<file path="config.mk">
export PLATFORM = sky130hd
export DESIGN_NAME = multilevel_priority_scheduler
export DESIGN_NICKNAME = d
export VERILOG_FILES = /design/src/sv/mlps_pkg.sv /design/src/sv/mlps_ctrl.sv /design/src/sv/mlps_dpath.sv /design/src/sv/multilevel_priority_scheduler.sv
export SDC_FILE = /design/constraint.sdc
export NUM_CORES = 1
export LEC_CHECK = 0
export BUFFER_PORTS_ARGS = -buffer_cell sky130_fd_sc_hd__buf_2
export CORE_MARGIN = 1.5
export CORE_UTILIZATION = 40
export DETAILED_ROUTE_END_ITERATION = 10
export GPL_TIMING_DRIVEN = 0
export PLACE_DENSITY = 0.6
export SLEW_MARGIN = 20
export SYNTH_ARGS = -nofsm -noshare
export SYNTH_HDL_FRONTEND = slang
export SYNTH_SLANG_ARGS = --single-unit
</file>
<file path="constraint.sdc">
create_clock -name clk -period 6.05 [get_ports clk]
set_input_delay 0 -clock clk [delete_from_list [all_inputs] [get_ports clk]]
set_output_delay 0 -clock clk [all_outputs]
set_load 0.03 [all_outputs]
</file>
<file path="src/sv/mlps_pkg.sv">
// Shared constants, controller states and control/status bundles of the scheduler.
package mlps_pkg;

	localparam int MAX_PROCS  = 64;
	localparam int MAX_LEVELS = 16;

	localparam int PID_W  = $clog2(MAX_PROCS);
	localparam int LVL_W  = $clog2(MAX_LEVELS);
	localparam int QIDX_W = LVL_W + 1;
	localparam int CFG_W  = 5;
	localparam int PRIO_W = 5;

	localparam logic [CFG_W-1:0] LEVELS_RESET = CFG_W'(4);

	typedef enum logic [0:0] {
		MODE_ADD = 1'b0,
		MODE_GET = 1'b1
	} mode_t;

	typedef enum logic [2:0] {
		ST_IDLE,
		ST_ADD_RD,
		ST_ADD_WR,
		ST_POP_FIND,
		ST_POP_RD,
		ST_POP_WR,
		ST_PEEK,
		ST_FINISH
	} state_t;

	typedef struct packed {
		logic capture;
		logic add_rd;
		logic add_wr;
		logic swap;
		logic pop_rd;
		logic pop_link;
		logic pop_wr;
		logic peek_rd;
		logic load_out;
	} cmd_t;

	typedef struct packed {
		logic act_empty;
		logic swapped;
		logic out_free;
	} status_t;

endpackage

</file>
<file path="src/sv/mlps_ctrl.sv">
// Controller state machine that sequences add, pop and peek accesses.
module mlps_ctrl (
	input  logic             clk,
	input  logic             arst_n,
	input  logic             in_valid,
	input  logic             in_mode,
	input  mlps_pkg::status_t sts,
	output mlps_pkg::cmd_t   cmd,
	output logic             in_stall
);

	mlps_pkg::state_t state_q;
	mlps_pkg::state_t state_nx;

	always_ff @(posedge clk or negedge arst_n) begin
		if (!arst_n) begin
			state_q <= mlps_pkg::ST_IDLE;
		end else begin
			state_q <= state_nx;
		end
	end

	always_comb begin
		state_nx = state_q;
		cmd      = '0;
		in_stall = 1'b1;
		case (state_q)
			mlps_pkg::ST_IDLE: begin
				in_stall = 1'b0;
				if (in_valid) begin
					cmd.capture = 1'b1;
					if (in_mode == mlps_pkg::MODE_GET) begin
						state_nx = mlps_pkg::ST_POP_FIND;
					end else begin
						state_nx = mlps_pkg::ST_ADD_RD;
					end
				end
			end
			mlps_pkg::ST_ADD_RD: begin
				cmd.add_rd = 1'b1;
				state_nx   = mlps_pkg::ST_ADD_WR;
			end
			mlps_pkg::ST_ADD_WR: begin
				cmd.add_wr = 1'b1;
				state_nx   = mlps_pkg::ST_PEEK;
			end
			mlps_pkg::ST_POP_FIND: begin
				// An empty active bank swaps once; a second miss means both banks are empty.
				if (sts.act_empty && !sts.swapped) begin
					cmd.swap = 1'b1;
				end else if (sts.act_empty) begin
					state_nx = mlps_pkg::ST_PEEK;
				end else begin
					cmd.pop_rd = 1'b1;
					state_nx   = mlps_pkg::ST_POP_RD;
				end
			end
			mlps_pkg::ST_POP_RD: begin
				cmd.pop_link = 1'b1;
				state_nx     = mlps_pkg::ST_POP_WR;
			end
			mlps_pkg::ST_POP_WR: begin
				cmd.pop_wr = 1'b1;
				state_nx   = mlps_pkg::ST_PEEK;
			end
			mlps_pkg::ST_PEEK: begin
				cmd.peek_rd = 1'b1;
				state_nx    = mlps_pkg::ST_FINISH;
			end
			mlps_pkg::ST_FINISH: begin
				if (sts.out_free) begin
					cmd.load_out = 1'b1;
					state_nx     = mlps_pkg::ST_IDLE;
				end
			end
			default: begin
				state_nx = mlps_pkg::ST_IDLE;
			end
		endcase
	end

endmodule

</file>
<file path="src/sv/mlps_dpath.sv">
// Datapath: queue memories, nonempty bits, bank select and the result register.
module mlps_dpath (
	input  logic                          clk,
	input  logic                          arst_n,
	input  mlps_pkg::cmd_t                cmd,
	output mlps_pkg::status_t             sts,
	input  logic                          mode,
	input  logic [mlps_pkg::PID_W-1:0]    process_id,
	input  logic [mlps_pkg::PRIO_W-1:0]   base_prio,
	input  logic [mlps_pkg::PRIO_W-1:0]   cur_prio,
	input  logic                          cfg_valid,
	input  logic [mlps_pkg::CFG_W-1:0]    cfg_data,
	input  logic                          res_stall,
	output logic                          res_valid,
	output logic                          out_valid,
	output logic [mlps_pkg::PID_W-1:0]    out_process_id,
	output logic [mlps_pkg::LVL_W-1:0]    out_priority,
	output logic                          to_expired,
	output logic                          banks_swapped,
	output logic                          peek_valid,
	output logic [mlps_pkg::PID_W-1:0]    peek_process_id
);

	localparam int NQ = 2 * mlps_pkg::MAX_LEVELS;

	logic [mlps_pkg::PID_W-1:0] link_mem [mlps_pkg::MAX_PROCS];
	logic [mlps_pkg::PID_W-1:0] head_mem [NQ];
	logic [mlps_pkg::PID_W-1:0] tail_mem [NQ];

	logic [mlps_pkg::MAX_LEVELS-1:0] nonempty_q [2];
	logic                            active_q;
	logic [mlps_pkg::CFG_W-1:0]      levels_q;

	logic                        is_get_q;
	logic [mlps_pkg::PID_W-1:0]  pid_q;
	logic [mlps_pkg::LVL_W-1:0]  add_lvl_q;
	logic                        add_exp_q;
	logic [mlps_pkg::LVL_W-1:0]  pop_lvl_q;
	logic [mlps_pkg::PID_W-1:0]  pop_pid_q;
	logic                        got_q;
	logic                        swapped_q;
	logic                        peek_valid_q;

	logic [mlps_pkg::PID_W-1:0]  head_rd_q;
	logic [mlps_pkg::PID_W-1:0]  tail_rd_q;
	logic [mlps_pkg::PID_W-1:0]  link_rd_q;

	logic                        res_valid_q;

	// Clamped priorities of the incoming beat.
	logic [mlps_pkg::CFG_W-1:0]  eff_levels;
	logic [mlps_pkg::PRIO_W-1:0] sp_c;
	logic [mlps_pkg::PRIO_W-1:0] dp_c;
	logic                        new_exp;
	logic [mlps_pkg::LVL_W-1:0]  new_lvl;

	logic                        add_bank;
	logic                        add_ne;
	logic [mlps_pkg::QIDX_W-1:0] q_add;
	logic [mlps_pkg::QIDX_W-1:0] q_pop;
	logic [mlps_pkg::QIDX_W-1:0] q_top;
	logic                        act_found;
	logic [mlps_pkg::LVL_W-1:0]  act_lvl;
	logic                        pop_last;

	logic                        head_we;
	logic [mlps_pkg::QIDX_W-1:0] head_wa;
	logic [mlps_pkg::PID_W-1:0]  head_wd;
	logic [mlps_pkg::QIDX_W-1:0] tail_ra;

	always_comb begin
		if (levels_q == '0) begin
			eff_levels = mlps_pkg::CFG_W'(1);
		end else if (levels_q > mlps_pkg::CFG_W'(mlps_pkg::MAX_LEVELS)) begin
			eff_levels = mlps_pkg::CFG_W'(mlps_pkg::MAX_LEVELS);
		end else begin
			eff_levels = levels_q;
		end

		if (base_prio == '0) begin
			sp_c = mlps_pkg::PRIO_W'(1);
		end else if (base_prio > mlps_pkg::PRIO_W'(eff_levels)) begin
			sp_c = mlps_pkg::PRIO_W'(eff_levels);
		end else begin
			sp_c = base_prio;
		end

		if (cur_prio > mlps_pkg::PRIO_W'(eff_levels)) begin
			dp_c = mlps_pkg::PRIO_W'(eff_levels);
		end else begin
			dp_c = cur_prio;
		end

		new_exp = (dp_c == '0);
		if (new_exp) begin
			new_lvl = mlps_pkg::LVL_W'(sp_c - mlps_pkg::PRIO_W'(1));
		end else begin
			new_lvl = mlps_pkg::LVL_W'(dp_c - mlps_pkg::PRIO_W'(1));
		end
	end

	// Highest set bit of the active bank's nonempty mask.
	always_comb begin
		act_found = 1'b0;
		act_lvl   = '0;
		for (int i = 0; i < mlps_pkg::MAX_LEVELS; i++) begin
			if (nonempty_q[active_q][i]) begin
				act_found = 1'b1;
				act_lvl   = mlps_pkg::LVL_W'(i);
			end
		end
	end

	assign add_bank = active_q ^ add_exp_q;
	assign add_ne   = nonempty_q[add_bank][add_lvl_q];
	assign q_add    = {add_bank, add_lvl_q};
	assign q_pop    = {active_q, pop_lvl_q};
	assign q_top    = {active_q, act_lvl};
	assign pop_last = (head_rd_q == tail_rd_q);

	assign head_we = (cmd.add_wr && !add_ne) || (cmd.pop_wr && !pop_last);
	assign head_wa = cmd.add_wr ? q_add : q_pop;
	assign head_wd = cmd.add_wr ? pid_q : link_rd_q;
	assign tail_ra = cmd.add_rd ? q_add : q_top;

	always_ff @(posedge clk) begin
		if (head_we) begin
			head_mem[head_wa] <= head_wd;
		end
		if (cmd.pop_rd || cmd.peek_rd) begin
			head_rd_q <= head_mem[q_top];
		end
	end

	always_ff @(posedge clk) begin
		if (cmd.add_wr) begin
			tail_mem[q_add] <= pid_q;
		end
		if (cmd.add_rd || cmd.pop_rd) begin
			tail_rd_q <= tail_mem[tail_ra];
		end
	end

	always_ff @(posedge clk) begin
		if (cmd.add_wr && add_ne) begin
			link_mem[tail_rd_q] <= pid_q;
		end
		if (cmd.pop_link) begin
			link_rd_q <= link_mem[head_rd_q];
		end
	end

	always_ff @(posedge clk or negedge arst_n) begin
		if (!arst_n) begin
			nonempty_q[0] <= '0;
			nonempty_q[1] <= '0;
			active_q      <= 1'b0;
			levels_q      <= mlps_pkg::LEVELS_RESET;
			swapped_q     <= 1'b0;
			got_q         <= 1'b0;
			res_valid_q   <= 1'b0;
		end else begin
			if (cfg_valid) begin
				levels_q <= cfg_data;
			end
			if (cmd.add_wr) begin
				nonempty_q[add_bank][add_lvl_q] <= 1'b1;
			end
			if (cmd.pop_wr && pop_last) begin
				nonempty_q[active_q][pop_lvl_q] <= 1'b0;
			end
			if (cmd.capture) begin
				swapped_q <= 1'b0;
				got_q     <= 1'b0;
			end
			if (cmd.swap) begin
				active_q  <= ~active_q;
				swapped_q <= 1'b1;
			end
			if (cmd.pop_wr) begin
				got_q <= 1'b1;
			end
			if (cmd.load_out) begin
				res_valid_q <= 1'b1;
			end else if (!res_stall) begin
				res_valid_q <= 1'b0;
			end
		end
	end

	always_ff @(posedge clk) begin
		if (cmd.capture) begin
			is_get_q  <= (mlps_pkg::mode_t'(mode) == mlps_pkg::MODE_GET);
			pid_q     <= process_id;
			add_lvl_q <= new_lvl;
			add_exp_q <= new_exp;
		end
		if (cmd.pop_rd) begin
			pop_lvl_q <= act_lvl;
		end
		if (cmd.pop_wr) begin
			pop_pid_q <= head_rd_q;
		end
		if (cmd.peek_rd) begin
			peek_valid_q <= act_found;
		end
		if (cmd.load_out) begin
			out_valid       <= !is_get_q || got_q;
			out_process_id  <= !is_get_q ? pid_q : (got_q ? pop_pid_q : '0);
			out_priority    <= !is_get_q ? add_lvl_q : (got_q ? pop_lvl_q : '0);
			to_expired      <= !is_get_q && add_exp_q;
			banks_swapped   <= is_get_q && swapped_q;
			peek_valid      <= peek_valid_q;
			peek_process_id <= peek_valid_q ? head_rd_q : '0;
		end
	end

	assign res_valid = res_valid_q;
	assign sts       = {!act_found, swapped_q, (!res_valid_q || !res_stall)};

endmodule

</file>
<file path="src/sv/multilevel_priority_scheduler.sv">
// Top level of the multilevel priority scheduler: controller, datapath and checks.
//
// Channel   Direction  Handshake             Payload
// input     in         in_valid / in_stall   mode, process_id, base_prio, cur_prio
// result    out        res_valid / res_stall out_valid .. peek_process_id
// config    in         cfg_valid / cfg_ready cfg_data (levels_in_use)
//
// An add runs ST_ADD_RD, ST_ADD_WR, ST_PEEK; a get runs ST_POP_FIND, swapping banks once if
// the active bank is empty, then ST_POP_RD, ST_POP_WR, ST_PEEK, or ST_PEEK alone if both are
// empty. ST_FINISH loads the result. Head, tail and link memory reads are all registered.
// One beat is in flight at a time and the next beat is taken in the cycle after the load; a
// finished result waits in the output register while the next beat is accepted, and the
// controller holds before loading it until that register frees.
// Reset clears the nonempty bits, the active bank and the state; levels_in_use resets to 4.
module multilevel_priority_scheduler (
	input  logic                         clk,
	input  logic                         arst_n,
	input  logic                         in_valid,
	output logic                         in_stall,
	input  logic                         mode,
	input  logic [mlps_pkg::PID_W-1:0]   process_id,
	input  logic [mlps_pkg::PRIO_W-1:0]  base_prio,
	input  logic [mlps_pkg::PRIO_W-1:0]  cur_prio,
	output logic                         res_valid,
	input  logic                         res_stall,
	output logic                         out_valid,
	output logic [mlps_pkg::PID_W-1:0]   out_process_id,
	output logic [mlps_pkg::LVL_W-1:0]   out_priority,
	output logic                         to_expired,
	output logic                         banks_swapped,
	output logic                         peek_valid,
	output logic [mlps_pkg::PID_W-1:0]   peek_process_id,
	input  logic                         cfg_valid,
	output logic                         cfg_ready,
	input  logic [mlps_pkg::CFG_W-1:0]   cfg_data
);

	mlps_pkg::cmd_t    cmd;
	mlps_pkg::status_t sts;

	assign cfg_ready = 1'b1;

	mlps_ctrl u_ctrl (
		.clk      (clk),
		.arst_n   (arst_n),
		.in_valid (in_valid),
		.in_mode  (mode),
		.sts      (sts),
		.cmd      (cmd),
		.in_stall (in_stall)
	);

	mlps_dpath u_dpath (
		.clk              (clk),
		.arst_n           (arst_n),
		.cmd              (cmd),
		.sts              (sts),
		.mode             (mode),
		.process_id       (process_id),
		.base_prio        (base_prio),
		.cur_prio         (cur_prio),
		.cfg_valid        (cfg_valid && cfg_ready),
		.cfg_data         (cfg_data),
		.res_stall        (res_stall),
		.res_valid        (res_valid),
		.out_valid        (out_valid),
		.out_process_id   (out_process_id),
		.out_priority     (out_priority),
		.to_expired       (to_expired),
		.banks_swapped    (banks_swapped),
		.peek_valid       (peek_valid),
		.peek_process_id  (peek_process_id)
	);

`ifndef ASSERT_OFF
	// A beat that was just taken keeps the input side stalled until it completes.
	a_busy_after_accept: assert property (@(posedge clk) disable iff (!arst_n)
		(in_valid && !in_stall) |=> in_stall)
		else $error("input accepted while a beat is in progress");

	// The result register is loaded only when it is free.
	a_load_when_free: assert property (@(posedge clk) disable iff (!arst_n)
		cmd.load_out |-> !(res_valid && res_stall))
		else $error("result register overwritten while stalled");

	// An add never swaps and a get never expires a process.
	a_expire_xor_swap: assert property (@(posedge clk) disable iff (!arst_n)
		res_valid |-> !(to_expired && banks_swapped))
		else $error("result reports both expiry and bank swap");

	// A result with nothing in the active bank shows a zero peek.
	a_peek_zero: assert property (@(posedge clk) disable iff (!arst_n)
		(res_valid && !peek_valid) |-> (peek_process_id == '0))
		else $error("peek id set with empty active bank");
`endif

endmodule
</file>
Word level (Yosys, flattened, before mapping)

Memories as Yosys holds them, arrays and structs flattened. A register that Yosys moved wholly into a read port is not among the register bits.
Cells that the tools add are included.

Add/sub/neg operators: 2
Multiply operators: 0
Divide/modulo/power cells: 0
Order comparisons: 11
Equal/unequal tests: 12
Shifts and indexed selects: 0
Muxes and demuxes: 93
Bitwise logic cells: 7
Reductions and logical operators: 31

Operator list:

| kind                  | number |
|---|---|
| $mux W16              | 8 |
| $mux W32              | 2 |
| $mux W4               | 13 |
| $mux W1               | 44 |
| $and A32 B32 Y32      | 1 |
| $demux W16 S1         | 2 |
| $not A32 Y32          | 1 |
| $or A32 B32 Y32       | 1 |
| $mux W5               | 5 |
| $mux W3               | 7 |
| $pmux W3 S7           | 1 |
| $mux W6               | 3 |
| $logic_not A5 Y1      | 3 |
| $eq A3 B3 Y1 const B  | 4 |
| $logic_and A1 B1 Y1   | 11 |
| $gt A5 B5 Y1          | 2 |
| $lt A4 B5 Y1 const B  | 2 |
| $mux W2               | 5 |
| $demux W1 S4          | 2 |
| $ge A4 B1 Y1 const B  | 2 |
| $sub A4 B1 Y4 const B | 2 |
| $logic_not A1 Y1      | 7 |
| $eq A3 B2 Y1 const B  | 2 |
| $eq A6 B6 Y1          | 1 |
| other kinds (15)      | 25 |

Register bits after elaboration: 87
Bits in latches: 0
Memory bits (writable): 768
Memory bits (read-only): 0
Input port bits: 27
Memories: 3

Memories:

| name             | depth | width | read ports | clocked after memory_dff | wr ports | line             | RTL |
|---|---|---|---|---|---|---|---|
| u_dpath.link_mem | 64    | 6     | 1          | 1                        | 1        | mlps_dpath.sv:26 | `logic [mlps_pkg::PID_W-1:0] link_mem [mlps_pkg::MAX_PROCS];` |
| u_dpath.head_mem | 32    | 6     | 1          | 1                        | 1        | mlps_dpath.sv:27 | `logic [mlps_pkg::PID_W-1:0] head_mem [NQ];` |
| u_dpath.tail_mem | 32    | 6     | 1          | 1                        | 1        | mlps_dpath.sv:28 | `logic [mlps_pkg::PID_W-1:0] tail_mem [NQ];` |

Longest topological paths before layout

Gate-level depths: netlist of the first run.

Word-level depth: 25
Depth in mapped cells: 14
Mapped depth without buffers: 14

Cells and area by module

Synthesis of the first run repeated with hierarchy kept, for this count alone.

Cells, all modules: 2164
Area total of the unflattened synthesis: 36010.8 sq um

By module, submodules not included:

| module                        | times used | cells an instance | area an instance (sq um) |
|---|---|---|---|
| mlps_dpath                    | 1          | 2130              | 35754.3 |
| mlps_ctrl                     | 1          | 32                | 245.2 |
| multilevel_priority_scheduler | 1          | 2                 | 11.3 |

Worst setup path before layout of the first run

Ideal clock, no wire load.

Path type: register to register
From: register u_dpath.head_rd_q[0] (netlist name), read port of u_dpath.head_mem
To: register u_dpath.link_rd_q[4] (netlist name), read port of u_dpath.link_mem, data pin
Setup time: 0.272 ns
Data arrival time: 2.842 ns
Data required time: 5.778 ns
Setup slack: 2.936 ns
Stages on the path, launching flop included: 7
Period minus slack after synthesis: 3.114 ns
Cells stage by stage: edfxtp_1 -> clkbuf_1 -> buf_2 -> buf_1 -> mux4_2 -> mux4_2 -> mux4_2

RTL lines:

| element         | line             | RTL |
|---|---|---|
| start, declared | mlps_dpath.sv:44 | `logic [mlps_pkg::PID_W-1:0] head_rd_q;` |
| end, declared   | mlps_dpath.sv:46 | `logic [mlps_pkg::PID_W-1:0] link_rd_q;` |

==> results_dict.tcl, run 1 <==
set metrics [dict create \
    status "finished clean" \
    grt_use_met2_pct 29.9 \
    worst_pin_slew_ns 1.11 \
    start_util_pct 40.6 \
    ys_seq_elements 873 \
    synth_adder_area_share_pct 0.382 \
    synth_area_um2 36000 \
    met3_usage_pct 3.36 \
    place_congestion 0.910 \
    tns_ns 0 \
    root_buffer "clkbuf_16" \
    sw_frac_of_total_pct 37.9 \
    critical_path_required_ns 6.40 \
    regToRegSetupSlack_ns 1.73 \
    port_buffers 48 \
    power_frac_seq_pct 31.1 \
    crit_arrival_ns 4.67 \
    io_pins 50 \
    numCtsBuffers 90 \
    yosys_warnings 0 \
    p_switching_mw 9.30 \
    grt_use_met1_pct 27.4 \
    gr-max-usage-layer "met2" \
    vias 19600 \
    vdd_ir_drop_max_v 0.000442 \
    internal-power_mw 15.2 \
    synth_xor_area_share_pct 0.386 \
    crit_path_top_delay_cell "buf_1" \
    fp.coreArea_um2 88800 \
    comb_power_share_pct 46.0 \
    p_clk_share_pct 22.9 \
    first_global_vias 20100 \
    insertion_delay_ns 0.66 \
    crit_path_cell_trace "clkbuf_1 -> buf_2 -> buf_1 -> mux4_2 -> mux4_2 -> mux4_2" \
    p_leak_nw 14.1 \
    synth_edf_count 829 \
    synth_top_family_by_area "multiplexers" \
    rsz0062_at_grt "no" \
    ctsResizeCount 0 \
    antenna_found_initial 3 \
    dp_hpwl_um 60500 \
    syn_to_final_growth_pct 15.2 \
    synth_compound_area_share_pct 3.88 \
    die_area_um2 91900 \
    slew_viol_final 0 \
    chipWidth_um 303 \
    final_antenna_net_count 0 \
    syn-mean-instance-area_um2 17.6 \
    die-height_um 303 \
    finalHoldViolCount 0 \
    hold_class "input port to register" \
    routed_wl_um 87200 \
    drive_gt1_share_pct 19.9 \
    grt_pass1_wl_um 129000 \
    yosysTopAreaCell "edfxtp_1" \
    async_flop_share_pct 5.04 \
    syn_nets 2086 \
    synth.area.mux_share_pct 15.9 \
    period_needed_ns 4.32 \
    fin_skew_ns 0.0430 \
    maxCapViolCount 0 \
    grt_max_degree 45 \
    cts_max_level 3 \
    drt_iter0_drc 1789 \
    cpMostUsedCell "mux4_2" \
    synth_top_area_share_pct 69.1 \
    max_slew_margin_pct 25.5 \
    cts_setup_buffers 0 \
    drt_pass1_iterations 5 \
    synth_top_flop_cell "edfxtp_1" \
    end_kind "register" \
    yosys.area_share.simple_pct 5.58 \
    critical_path.max_fanout 10 \
    grt_overflow_total 0 \
    synth_most_common_cell "edfxtp_1" \
    critical_path_class "register to register" \
    final_cells 3485 \
    synth_area_leaders "edfxtp_1 69%, mux4_2 8.2%, mux2i_1 5.6%" \
    clockBufferDepth 3 \
    ys_types 79 \
    layout.nets 2283 \
    synth_seq_area_share_pct 72.2 \
    drcViolationCount 0 \
    tritoncts "yes" \
    fin_crit_sh_pct 71.3 \
    cts_hold_buf 31 \
    dpl.cell_count 3287 \
    setup_viol_count_final 0 \
    fp-row-count 109 \
    routedWlPerCell_um 25.0 \
    via_per_inst 5.62 \
    max_freq_mhz 232 \
    synthCells 2048 \
    clock_sinks 873 \
    p_per_area_nw_per_um2 591 \
    cts.clk_slew.worst_paths_ns 0.06 \
    worstSetupStartpointType "register" \
    grtUsageTotal_pct 19.2 \
    synth_top_cells_by_count "829 x edfxtp_1, 202 x mux2i_1, 160 x nor2_1" \
    cpPeakStageDelay_ns 0.69 \
]
-- kinds of logic after synthesis --
| group | Yosys count |
|---|---|
| flip-flops | 873 |
| AND/OR/NAND/NOR | 418 |
| multiplexers | 396 |
| AO/OA/AOI/OAI | 208 |
| buffers and inverters | 126 |
| XOR/XNOR | 15 |
| adder cells (fa/ha/maj) | 11 |
| other | 1 |
-- per-layer routing --
| metal | share of wire (%) | routed length (um) |
|---|---|---|
| met5 | 0 | 0 |
| met4 | 3.0 | 2620 |
| met3 | 6.5 | 5630 |
| met2 | 46 | 40500 |
| met1 | 44 | 38500 |
-- final cells by class --
class	count	area, um2
Fill cell	7399	47300
Buffer	99	504
Timing Repair Buffer	105	977
Multi-Input combinational cell	1049	9450
Sequential cell	873	26000
Tap cell	1165	1460
Clock buffer	112	2400
Inverter	27	101
Antenna cell	1	2.50
Clock inverter	54	626
-- layout by cell type (no fill, tap or decap), drive strengths merged, types with 4 or more instances in the layout --
master / synthesis / layout
edfxtp: 829 / 829
mux2i: 202 / 202
nor2: 160 / 160
clkbuf: 39 / 154
mux4: 135 / 135
buf: 60 / 131
nand2: 85 / 85
mux2: 59 / 59
o21ai: 54 / 54
a21oi: 47 / 47
dfrtp: 43 / 43
clkinv: 2 / 39
and2: 35 / 35
nand3: 34 / 34
dlygate4sd3: 0 / 31
inv: 25 / 27
nor2b: 23 / 23
nor3: 19 / 19
o22ai: 16 / 16
o22a: 16 / 16
nand2b: 15 / 15
a22oi: 13 / 13
ha: 11 / 11
bufinv: 0 / 11
and3: 10 / 10
xor2: 9 / 9
o32a: 8 / 8
nor3b: 8 / 8
a221oi: 7 / 7
a211oi: 7 / 7
and3b: 7 / 7
o211ai: 6 / 6
xnor2: 6 / 6
or3: 5 / 5
o21a: 5 / 5
a311o: 4 / 4
clkinvlp: 0 / 4
-- worst max-delay path: cells and delay by family, from the launching register on --
kind / cells / cell delay (ns)
buffers and inverters: 3 / 1.82
DFF: 1 / 0.44
muxes: 3 / 1.76
-- path summary, 6_finish.rpt --
| path | cells past startpoint | end | start |
|---|---|---|---|
| worst max-delay path | 6 | u_dpath.link_rd_q[0] | u_dpath.head_rd_q[0] |
| worst min register to register | 0 | u_dpath.pop_pid_q[5] | u_dpath.head_rd_q[5] |
| max in group asynchronous | 2 | u_dpath.nonempty_q[12] | arst_n |
| worst min-delay path | 6 | u_dpath.add_lvl_q[0] | base_prio[0] |
| worst max register to register | 6 | u_dpath.link_rd_q[0] | u_dpath.head_rd_q[0] |
| min in group asynchronous | 2 | u_dpath.nonempty_q[18] | arst_n |
-- power groups by stage --
stage / registers, mW / logic (mW) / clock network [mW]
after floorplan: 7.72 / 7.80 / 0
after global placement: 7.81 / 11.0 / 0
after detailed placement: 7.74 / 11.2 / 0
after CTS: 7.62 / 11.3 / 5.71
after global routing: 7.66 / 12.0 / 5.93
final: 7.63 / 11.3 / 5.62
-- stage by stage --
stage               hold slack [ns]  instance area (um2)  setup WS [ns]  total power [mW]  utilization (%)
finish                      0.00965                41500           1.73              24.5             46.8
global route                 0.0347                41500           1.50              25.6             46.8
CTS                         0.00469                41500           1.51              24.6             46.7
detailed placement            0.178                38200           1.54              19.0             43.0
global placement              0.177                37700           1.57              18.8             42.5
floorplan                    -0.296                36000           2.94              15.5                -
-- registers in the layout, summed over array words and instances, names as in the netlist, 5 cells and up --
name and cells:
u_dpath.peek_process_id 6, u_dpath.nonempty_q 32, u_dpath.levels_q 5, u_dpath.out_process_id 6, u_dpath.pop_pid_q 6, u_dpath.tail_rd_q 6, u_dpath.link_mem 384, u_dpath.head_rd_q 6
u_dpath.head_mem 192, u_dpath.pid_q 6, u_dpath.tail_mem 192, u_dpath.link_rd_q 6
No activity file was read; power rests on OpenSTA's default activity.
==> run 2, diff against run 1 <==
Settings changed: ABC_AREA set to 1.
Clock period 6.05 ns to 4.44 ns, I/O delays scaled along.
==> run 2 against run 1 <==
Against the previous run:
- worst hold slack improved by 0.018 ns
- final area is 3.8% higher
- sequential cell count unchanged
- non-clock buffer count rose by 100
- utilization grew 0.24 points
- fmax up 2.4%
- first-iteration DRC count up 110%
- worst setup slack worse by 1.5 ns
- sequential share of layout area shrank 2.3 points
- critical path depth rose by 11
- die area rose by 2.8%
==> results_dict.tcl, run 2 <==
set metrics [dict create \
    synth_area_leaders "edfxtp_1 67%, o21ai_0 4.9%, nor2_1 4.6%" \
    dp_hpwl_um 78700 \
    syn_nets 3291 \
    grt_overflow_total 0 \
    crit_arrival_ns 4.62 \
    fp-row-count 111 \
    worst_pin_slew_ns 1.13 \
    drt_iter0_drc 3775 \
    synth_xor_area_share_pct 0.0710 \
    cts.clk_slew.worst_paths_ns 0.06 \
    status "finished clean" \
    postLayoutCoreUtil_pct 47.0 \
    first_global_vias 24900 \
    cts_max_level 3 \
    synthCells 3253 \
    chipWidth_um 307 \
    regMostFlops "u_dpath.link_mem" \
    insertion_delay_ns 0.68 \
    mostFrequentLayoutCell "edfxtp_1" \
    start_util_pct 40.4 \
    io_pins 50 \
    die_area_um2 94400 \
    ys_types 48 \
    max_slew_margin_pct 24.2 \
    synth_top_family_by_area "simple AND/OR/NAND/NOR gates" \
    yosysTopAreaCell "edfxtp_1" \
    clock_sinks 873 \
    numCtsBuffers 92 \
    critical_path_class "register to register" \
    place_congestion 0.996 \
    clockBufferDepth 3 \
    top_regs "u_dpath.link_mem x384, u_dpath.head_mem x192, u_dpath.tail_mem x192" \
    fp.coreArea_um2 91700 \
    synth_edf_count 829 \
    port_buffers 47 \
    routed_wl_um 113000 \
    hold_class "input port to register" \
    final_cell_mix "829 x edfxtp_1, 448 x nor2_1, 383 x nand2_1" \
    finalHoldViolCount 0 \
    critical_path_required_ns 4.85 \
    maxCapViolCount 0 \
    tritoncts "yes" \
    period_needed_ns 4.21 \
    drcViolationCount 0 \
    synth_adder_area_share_pct 0.372 \
    critical_path.max_fanout 5 \
    synth_top_flop_cell "edfxtp_1" \
    grt_max_degree 44 \
    slew_viol_final 0 \
    synth_compound_area_share_pct 10.1 \
    layout.nets 3506 \
    yosys.area_share.simple_pct 13.8 \
    via_per_inst 5.61 \
    synth_most_common_cell "edfxtp_1" \
    synth_top_cells_by_count "829 x edfxtp_1, 449 x nor2_1, 383 x nand2_1" \
    grtUsageTotal_pct 23.7 \
    syn-mean-instance-area_um2 11.4 \
    setup_viol_count_final 0 \
    fin_skew_ns 0.0396 \
    fin_crit_sh_pct 94.9 \
    worstSetupStartpointType "register" \
    synth.area.mux_share_pct 0.176 \
    largest_register_ffs 384 \
    antenna_found_initial 2 \
    end_kind "register" \
    vias 26600 \
    grt_pass1_wl_um 164000 \
    synth_seq_area_share_pct 70.2 \
    antenna_cells 0 \
    max_freq_mhz 237 \
    yosys_warnings 0 \
    synth_area_um2 37000 \
    final_antenna_net_count 0 \
    die-height_um 307 \
    ys_seq_elements 873 \
    routedWlPerCell_um 23.8 \
    synth_top_area_share_pct 67.2 \
    async_flop_share_pct 5.04 \
    drt_pass1_iterations 7 \
    root_buffer "clkbuf_16" \
    drive_gt1_share_pct 8.88 \
    syn_to_final_growth_pct 16.3 \
]
==> run 2: cell count changes in the layout (fill, tap and decap cells not counted), sizes merged, moves of 23 or more <==
cell	change
nor2	+289
clkbuf	+85
nand3	+301
o211ai	+25
and2	-35
mux4	-135
o21ai	+342
nand2	+300
nor2b	-23
mux2i	-197
inv	+279
o22ai	+130
mux2	-58
nand3b	+23
==> run 2: kinds of logic after synthesis <==
family | after synthesis
simple gates | 1207
flops | 873
compound gates | 668
buf+inv | 484
fa+ha+maj | 11
mux | 6
xor+xnor | 3
other cells | 1
==> run 2: cell type report <==
| class | count | area [um2] |
|---|---|---|
| clock inverters | 58 | 727 |
| multi-input cells | 1897 | 9160 |
| inverters | 300 | 1130 |
| flip-flops and latches | 873 | 26000 |
| well taps | 1186 | 1480 |
| plain buffers | 184 | 852 |
| repair buffers | 120 | 1290 |
| clock buffers | 116 | 2430 |
| fillers | 8310 | 48600 |
==> run 2: worst paths after layout <==
| kind | slack (ns) | to | startpoint | cells past startpoint |
|---|---|---|---|---|
| worst max-delay path | 0.23 | u_dpath.add_lvl_q[3] | u_dpath.levels_q[1] | 17 |
| worst min-delay path | 0.03 | u_dpath.add_lvl_q[2] | base_prio[2] | 6 |
| worst max register to register | 0.23 | u_dpath.add_lvl_q[3] | u_dpath.levels_q[1] | 17 |
| worst min register to register | 0.48 | u_dpath.pop_pid_q[5] | u_dpath.head_rd_q[5] | 0 |
| max in group asynchronous | 3.70 | u_dpath.nonempty_q[8] | arst_n | 4 |
| min in group asynchronous | 0.43 | u_dpath.res_valid | arst_n | 4 |
==> run 2: per-layer routing <==
metal	global-route usage [%]	vias up	wire length, um
met5	0	-	7
met4	8.81	2	4390
met3	4.04	243	9950
met2	37.2	1360	51700
met1	33.1	13000	46800
li1	-	12000	-
==> run 2: per-stage QoR <==
step                std cells  area, um2  hold WS (ns)  setup slack (ns)  setup TNS, ns
finish                   4734      43100        0.0276             0.227              0
global route             4734      43100        0.0420           -0.0633        -0.0633
CTS                      4732      43000       0.00125             0.134              0
detailed placement       4523      39500        0.0474             0.477              0
global placement         4486      38700         0.179             -3.08        -555.49
floorplan                3253      37000        -0.296              1.07              0
==> run 2: repair_timing <==
item / CTS / global route
hold buffers: 35 / 0
resized for setup: 0 / 4
endpoints found under the setup margin: 0 / 1
setup buffers: 0 / 1
endpoints found under the hold margin: 78 / 0
==> run 2: critical path, cell delays in order, from the launching register on <==
cell and delay [ns]:
dfrtp_1 0.40, nor4_2 0.30, nor2_1 0.10, nor2_1 0.11, inv_1 0.11, ha_1 0.29, nand2_1 0.12, o21ai_1 0.26
o22ai_1 0.21, buf_4 0.18, o211a_1 0.20, nand2_1 0.09, inv_1 0.08, a21oi_1 0.18, dlygate4sd3_1 0.61, nand2_1 0.07
xnor2_1 0.12, dlygate4sd3_1 0.54
Power of run 2 is left out: the tool's default activity adds up to more than one toggle a clock period on the data nets, which glitch-free logic cannot reach.
